**src/hw/rtl/lobm_pkg.sv**
```systemverilog
package lobm_pkg;

    localparam int TICKER_W     = 6;
    localparam int LEVEL_W      = 10;
    localparam int PRICE_W      = 17;
    localparam int QTY_W        = 16;
    localparam int SLOT_W       = 12;
    localparam int CNT_W        = SLOT_W + 1;
    localparam int LVL_ADDR_W   = TICKER_W + 1 + LEVEL_W;
    localparam int FILLS_W      = 6;
    localparam int APB_ADDR_W   = 2;

    localparam logic [CNT_W-1:0]   ORDER_SLOTS     = CNT_W'(1 << SLOT_W);
    localparam logic [FILLS_W-1:0] MAX_FILLS       = FILLS_W'(62);
    localparam logic [LEVEL_W-1:0] LEVEL_MAX       = '1;
    localparam logic [LEVEL_W-1:0] PRICE_LIMIT_RST = LEVEL_W'(999);

    localparam logic [APB_ADDR_W-1:0] REG_PRICE_LIMIT = '0;

    localparam logic SIDE_BUY  = 1'b0;
    localparam logic SIDE_SELL = 1'b1;

    typedef enum logic [2:0] {
        KIND_ACCEPT   = 3'd0,
        KIND_REJ_ARGS = 3'd1,
        KIND_REJ_FULL = 3'd2,
        KIND_TRADE    = 3'd3,
        KIND_FILL_LIM = 3'd4
    } kind_t;

    typedef struct packed {
        logic [TICKER_W-1:0] ticker;
        logic                side;
        logic [QTY_W-1:0]    quantity;
        logic [PRICE_W-1:0]  price;
    } order_t;

    typedef struct packed {
        kind_t               kind;
        logic [PRICE_W-1:0]  bid_price;
        logic [PRICE_W-1:0]  ask_price;
        logic [QTY_W-1:0]    fill_quantity;
        logic                last;
    } result_t;

    typedef struct packed {
        logic              valid;
        logic [SLOT_W-1:0] head;
        logic [SLOT_W-1:0] tail;
    } level_entry_t;

    typedef struct packed {
        logic [PRICE_W-1:0] price;
        logic [QTY_W-1:0]   qty;
        logic [SLOT_W-1:0]  link;
    } slot_entry_t;

    typedef enum logic [3:0] {
        ST_CLEAR,
        ST_IDLE,
        ST_CHECK,
        ST_ALLOC_WR,
        ST_LINK_RD,
        ST_LINK_WR,
        ST_SB_RD,
        ST_SB_CK,
        ST_SS_RD,
        ST_SS_CK,
        ST_MATCH,
        ST_RD_S,
        ST_CMP,
        ST_WB_S,
        ST_FIN
    } state_t;

endpackage

```
**src/hw/rtl/lobm_cfg.sv**
```systemverilog
module lobm_cfg (
    input  logic                           clk,
    input  logic                           rst_n,
    input  logic                           psel,
    input  logic                           penable,
    input  logic                           pwrite,
    input  logic [lobm_pkg::APB_ADDR_W-1:0] paddr,
    input  logic [31:0]                    pwdata,
    output logic [31:0]                    prdata,
    output logic                           pready,
    output logic [lobm_pkg::LEVEL_W-1:0]   price_limit
);
    import lobm_pkg::*;

    logic [LEVEL_W-1:0] price_limit_reg;
    logic               wr_en;

    assign wr_en = psel && penable && pwrite && (paddr == REG_PRICE_LIMIT);

    always_ff @(posedge clk or negedge rst_n)
    begin
        if (!rst_n)
        begin
            price_limit_reg <= PRICE_LIMIT_RST;
        end
        else if (wr_en)
        begin
            price_limit_reg <= pwdata[LEVEL_W-1:0];
        end
    end

    always_comb
    begin
        prdata = '0;
        if (paddr == REG_PRICE_LIMIT)
        begin
            prdata = {{(32 - LEVEL_W){1'b0}}, price_limit_reg};
        end
    end

    assign pready      = 1'b1;
    assign price_limit = price_limit_reg;

endmodule

```
**config.mk**
```make
export PLATFORM = sky130hd
export DESIGN_NAME = lobm_cfg
export DESIGN_NICKNAME = d
export VERILOG_FILES = /design/src/hw/rtl/lobm_pkg.sv /design/src/hw/rtl/lobm_cfg.sv
export SDC_FILE = /design/constraint.sdc
export NUM_CORES = 1
export LEC_CHECK = 0
export BUFFER_PORTS_ARGS = -buffer_cell sky130_fd_sc_hd__buf_2
export CAP_MARGIN = 10
export CORE_UTILIZATION = 34
export DETAILED_ROUTE_END_ITERATION = 12
export PLACE_DENSITY_LB_ADDON = 0.25
export SKIP_CTS_REPAIR_TIMING = 1
export SYNTH_ARGS = -nofsm -noshare
export SYNTH_HDL_FRONTEND = slang
export SYNTH_SLANG_ARGS = --single-unit
```
**constraint.sdc**
```tcl
create_clock -name clk -period 2.4 [get_ports clk]
set_clock_uncertainty 0.05 [all_clocks]
set_input_delay 0.24 -clock clk [delete_from_list [all_inputs] [get_ports clk]]
set_output_delay 0.24 -clock clk [all_outputs]
set_load 0.01 [all_outputs]
```
Yosys cells after proc, flatten, opt, wreduce, memory -nomap -nowiden --
Cells that the tools add are included. Widths: inputs -> output; s select.
Storage, ports and cells: memory bits (read-only) 0, bits in latches 0, output and inout bits 43, memory bits (writable) 0, input bits 39, memories kept 0, register bits after elaboration 10
Operators by class: mux-type cells 1, bitwise logic cells 0, $add $sub $neg 0, shifts and indexed selects 0, $lt $le $gt $ge 0, reduce and logical (&&, ||, !) cells 4, div/mod/pow operators 0, eq/ne operators 0, multiply operators 0
Operators by type and width (count):
- $mux 10 | 1
- $logic_and 1x1->1 | 3
- $logic_not 2->1 | 1

Depth between registers and ports, before layout --
Gate-level depths: netlist of run 1.
depth after elaboration 3, mapped depth 3, depth with buffers taken out 3

Least setup slack after synthesis of run 1 --
Ideal clock, no wire load.
path kind input to output, from input port paddr[1] (netlist bit), to output port prdata[0], arrival 788 ps, slack 1322 ps, stages on the path 3, data required time 2110 ps, path through nor2_2 > clkbuf_1 > and2_1
On the way: longest elaborated chain between the ends 2
RTL lines:
- start: declaration | line lobm_cfg.sv:7 | input logic [lobm_pkg::APB_ADDR_W-1:0] paddr,
- $logic_not 2->1 | line lobm_cfg.sv:35 | if (paddr == REG_PRICE_LIMIT)
- $mux 10 | line lobm_cfg.sv:35
- end: declaration | line lobm_cfg.sv:9 | output logic [31:0] prdata,
Every way passes these cells.

Worst setup path after layout of run 1 --
from register price_limit_reg[6], in the netlist price_limit[6], to output port prdata[6]
On the way: longest elaborated chain between the ends 1
RTL lines:
- start: declaration | line lobm_cfg.sv:15 | logic [LEVEL_W-1:0] price_limit_reg;
- start signal: assignment | line lobm_cfg.sv:28 | price_limit_reg <= pwdata[LEVEL_W-1:0];
- $mux 10 | line lobm_cfg.sv:35
Every way passes these cells.

==> summary.md, run 1 <==
| Metric | Value |
|---|---|
| ANT cells | `0` |
| Number of flip-flops in the largest register | `10` |
| Share of cells above drive strength 1 | `62.5%` |
| Netlist cell types | `9` |
| Dominant cells by area after synthesis | `dfstp_2, buf_4, mux2_2` |
| First-pass GRT wire length | `1.57 mm` |
| Max Fclk | `754 MHz` |
| Global-route usage over all layers | `10.6%` |
| Area Overhead vs Synth | `24.8%` |
| Antenna violations before repair | `0` |
| DRC | `0` |
| # rows | `15` |
| Hold path startpoint | `pwdata[0]` |
| Min-delay worst type | `in -> reg` |
| Warning count from the yosys run | `0` |
| Main combinational cell family by area after synthesis | `buffers and inverters` |
| Die X | `45.6 µm` |
| Final nets | `136` |
| Max Cap Viol | `0` |
| WL/cell | `8.68 µm` |
| Compound-cell area share of the yosys netlist | `0%` |
| Startpoint types | `flip-flop` |
| Peak supply drop | `0.366 mV` |
| TritonCTS clock tree | `done` |
| Crit share post-route | `55.3%` |
| Hold WS | `0.157 ns` |
| H-tree depth | `1` |
| Final hold vios | `0` |
| Area share of and/or/nand/nor cells after synthesis | `13.9%` |
| Crit. Startpoint | `price_limit[6]` |
| Start of the worst register-to-register path | `price_limit[4]` |
| Port Buffer Count | `36` |
| #FFs+latches synth | `10` |
| Routed vias/inst | `3.77` |
| Clk_lat worst skew | `0.26 ns` |
| Syn Inst Count | `58` |
| Most common cell after layout, fill and taps aside | `buf_2` |
| Synth Area in Adders | `0%` |
| Vias | `456` |
| Mapped Area | `647 µm²` |
| Number of CTS-inserted buffers | `3` |
| Largest net degree at the start of global routing | `12` |
| Aggregate negative setup slack | `0 ns` |
| Root Driver | `clkbuf_4` |
| Final min period | `1.33 ns` |
| Synth area leader | `dfstp_2` |
| Sequential area share after synthesis | `40.2%` |
| Final Core Density | `45.7%` |
| Reg clk slew, reported paths | `0.07 ns` |
| Clock tree buffer depth | `2` |
| Avg Inst Size Synth | `11.2 µm²` |
| Post-synth top area share | `32.5%` |
| Endpoint class of the critical path | `output pin` |
| Worst Setup Path Type | `reg -> out` |
| Proportion of synthesized area in mux cells | `17.4%` |
| Most frequent cells in the layout | `buf_2, conb_1, and2_1, mux2_2, dfstp_2` |
| PwrDens | `702 nW/µm²` |
| Status | `finished, final reports clean` |
| Max Fanout on Critical Path | `3` |
| CP Data Required Time | `2.11 ns` |
| Final setup fails | `0` |
| Die ar. | `2080 µm²` |
| Die height | `45.6 µm` |
| WL final | `1.05 mm` |
| 1st-iter DRT viols | `5` |
| Final ANT Viol Nets | `0` |
| Gpl congestion | `0.610` |
| Initial core utilization | `36.7%` |
| Leak Pwr | `0.448 nW` |
| Number of global-route vias before repair | `405` |
| Placeable Area | `1760 µm²` |
| Io pins | `82` |
| GRT Residual Overflow | `0` |
| Detailed placer's ending HPWL | `787 µm` |
| FILL cells | `187` |
| Slew Viols, Final | `0` |
| Synth Area in XOR/XNOR | `0%` |
| DRT Pass-1 Iters | `2` |
| RSZ-0062 raised after global routing | `no` |
| CP Data Arrival Time | `1.04 ns` |
| Sink Count | `10` |
==> final cells by class <==
cell class	count	area, µm²	area share, %
Multi-Input combinational cell	45	289	35.8
Sequential cell	10	260	32.2
Timing Repair Buffer	37	190	23.6
Clock buffer	4	36.3	4.50
Tap cell	25	31.3	3.88
==> metal layers <==
| metal | GRT usage (%) | wire [µm] | vias to the layer above |
|---|---|---|---|
| met4 | 5.45 | 0 | 0 |
| met3 | 2.78 | 115 | 0 |
| li1 | - | - | 215 |
| met5 | 0 | 0 | - |
| met2 | 19.1 | 514 | 41 |
| met1 | 11.2 | 421 | 200 |
==> path summary, 6_finish.rpt <==
check | to | slack (ns) | cells after the start
max | prdata[6] | 1.07 | 2
min in group asynchronous | price_limit[3] | 0.33 | 2
min | price_limit[0] | 0.16 | 2
min reg2reg | price_limit[3] | 0.47 | 1
max in group asynchronous | price_limit[5] | 1.72 | 2
max reg2reg | price_limit[4] | 1.60 | 1
==> metrics by stage <==
step / cells / worst slack (ns) / instance area, µm² / power (mW)
2_1_floorplan: 79 / 1.32 / 726 / 0.376
3_3_place_gp: 116 / 0.866 / 761 / 0.417
3_5_place_dp: 116 / 0.877 / 761 / 0.421
4_1_cts: 120 / 1.06 / 797 / 0.579
5_1_grt: 121 / 0.988 / 807 / 0.604
6_report: 121 / 1.07 / 807 / 0.566
==> synth_stat cells <==
library cell   n
dfstp_2        8
buf_4         23
mux2_2        10
and2_1        10
conb_1         2
nand4_4        1
clkbuf_1       1
nor2_2         1
dfrtp_1        2
==> logic make-up (layout without fill, tap and decap cells) <==
kind of cell | after synthesis | after routing
buffers and inverters | 24 | 41
flip-flops | 10 | 10
multiplexers | 10 | 10
other | 2 | 23
AND/OR/NAND/NOR | 12 | 12
==> worst max-delay path, stage by stage (launching register included) <==
cell and delay, ns:
dfstp_2 0.53, and2_1 0.12, buf_2 0.13
==> power breakdown <==
group          internal [mW]  switching (mW)  total [mW]
Combinational         0.0808          0.0837       0.165
Sequential             0.231          0.0218       0.252
Clock                 0.0919          0.0576       0.150
(Power assumes the default switching activity.)
==> run 2, diff against run 1 <==
--- a/config.mk
+++ b/config.mk
@@ -7,7 +7,7 @@
 export LEC_CHECK = 0
 export BUFFER_PORTS_ARGS = -buffer_cell sky130_fd_sc_hd__buf_2
 export CAP_MARGIN = 10
-export CORE_UTILIZATION = 34
+export CORE_UTILIZATION = 28
 export DETAILED_ROUTE_END_ITERATION = 12
 export PLACE_DENSITY_LB_ADDON = 0.25
 export SKIP_CTS_REPAIR_TIMING = 1
==> constraint.sdc (replaced) <==
create_clock -name clk -period 1.1 [get_ports clk]
set_clock_uncertainty 0.05 [all_clocks]
set_input_delay 0.11 -clock clk [delete_from_list [all_inputs] [get_ports clk]]
set_output_delay 0.11 -clock clk [all_outputs]
set_load 0.01 [all_outputs]
==> run 2 against run 1 <==
The flow now finishes with violations (negative setup slack). Via count is 2.0% higher. Hold slack worse by 0.12 ns. Core utilization is 6.4 points lower. Critical endpoint is now prdata[0].
==> summary.md, run 2 (synthesis results as in run 1) <==
| Metric | Value |
|---|---|
| Power, Total | `1.21 mW` |
| Slew Viols, Final | `0` |
| WP buf/inv | `1` |
| GRT Residual Overflow | `0` |
| Area Overhead vs Synth | `33.3%` |
| Die ar. | `2510 µm²` |
| Final nets | `138` |
| Port Buffer Count | `36` |
| Final hold vios | `0` |
| Sink Count | `10` |
| Aggregate negative setup slack | `-0.546 ns` |
| Share of cells above drive strength 1 | `68.0%` |
| Max Fclk | `851 MHz` |
| CP Data Required Time | `0.94 ns` |
| Hold WS | `0.0379 ns` |
| Root Driver | `clkbuf_4` |
| Crit share post-route | `107%` |
| PwrDens | `1400 nW/µm²` |
| Min-delay worst type | `in -> reg` |
| Gpl congestion | `0.626` |
| Final Core Density | `39.3%` |
| Peak supply drop | `0.963 mV` |
| FILL cells | `229` |
| M1 WL | `478 µm` |
| Most common cell after layout, fill and taps aside | `buf_2` |
| # rows | `17` |
| Most frequent cells in the layout | `buf_2, conb_1, mux2_2` |
| Clk_lat worst skew | `0.25 ns` |
| Placeable Area | `2190 µm²` |
| Detailed placer's ending HPWL | `845 µm` |
| CP Data Arrival Time | `1.02 ns` |
| Clock tree buffer depth | `2` |
| Final setup fails | `10` |
| PnR worst setup slack | `-0.0756 ns` |
| TritonCTS clock tree | `done` |
| First-pass GRT wire length | `1.71 mm` |
| ANT cells | `0` |
| WL/cell | `9.02 µm` |
| Die X | `50.1 µm` |
| Failing checks | `negative setup slack` |
| Non-Filler Instances | `125` |
| Die height | `50.1 µm` |
| Worst-path cell chain | `and2_4 -> buf_6` |
| Leak Pwr | `0.464 nW` |
| Routed wl met3 | `117 µm` |
| Status | `finished, violations left` |
| H-tree depth | `1` |
| Max Cap Viol | `0` |
| Max Fanout on Critical Path | `3` |
| Top sig layer | `met3` |
| Largest net degree at the start of global routing | `11` |
| Number of CTS-inserted buffers | `3` |
| Routed vias/inst | `3.72` |
| Reg clk slew, reported paths | `0.06 ns` |
| Dpl cells | `120` |
| Startpoint types | `flip-flop` |
| Pre-CTS WS | `-0.0297 ns` |
| Antenna violations before repair | `0` |
| Final ANT Viol Nets | `0` |
| Final instance area | `862 µm²` |
| Slowest CP cell | `dfstp_2` |
| Number of flip-flops in the largest register | `10` |
| Kind of cell adding the most delay to the critical path | `flip-flops` |
| RSZ-0062 raised after global routing | `yes` |
| DRC | `0` |
| DRT Pass-1 Iters | `2` |
| Area after DPL | `772 µm²` |
| Met2 WL | `532 µm` |
| Worst Setup Path Type | `reg -> out` |
| WL final | `1.13 mm` |
| 1st-iter DRT viols | `2` |
| Vias | `465` |
| Final min period | `1.18 ns` |
| Endpoint class of the critical path | `output pin` |
| Io pins | `82` |
| Slowest stage delay, CP | `0.54 ns` |
| Initial core utilization | `29.5%` |
| Number of global-route vias before repair | `387` |
| Global-route usage over all layers | `9.17%` |
==> run 2: final cells by class <==
class / instances / area [µm²] / area share [%]
clock buffers: 3 / 22.5 / 2.61
multi-input cells: 45 / 302 / 35.0
well taps: 28 / 35.0 / 4.06
flip-flops and latches: 10 / 260 / 30.2
repair buffers: 39 / 243 / 28.2
==> run 2: final timing paths <==
path	startpoint	endpoint	slack (ns)	cells past startpoint
min	pwdata[1]	price_limit[1]	0.04	2
max	price_limit[0]	prdata[0]	-0.08	2
max in group asynchronous	rst_n	price_limit[5]	0.55	2
max reg2reg	price_limit[5]	price_limit[5]	0.23	2
min in group asynchronous	rst_n	price_limit[4]	0.20	2
min reg2reg	price_limit[3]	price_limit[3]	0.48	1
==> run 2: metal layers <==
metal | vias to the layer above | track usage, %
met5 | - | 0
met4 | 0 | 4.29
met3 | 0 | 2.16
met2 | 41 | 15.1
met1 | 203 | 11.1
li1 | 221 | -
==> run 2: worst register-to-register path, stage by stage, from the launching register on <==
cell and delay (ns):
dfstp_2 0.52, buf_4 0.11, mux2_2 0.13
==> run 2: power breakdown <==
group          total (mW)  internal [mW]  leakage [nW]  switching (mW)
clock network       0.231          0.125        0.0138           0.106
logic               0.422          0.226         0.342           0.196
registers           0.555          0.504         0.108          0.0515
total                1.21          0.855         0.464           0.354
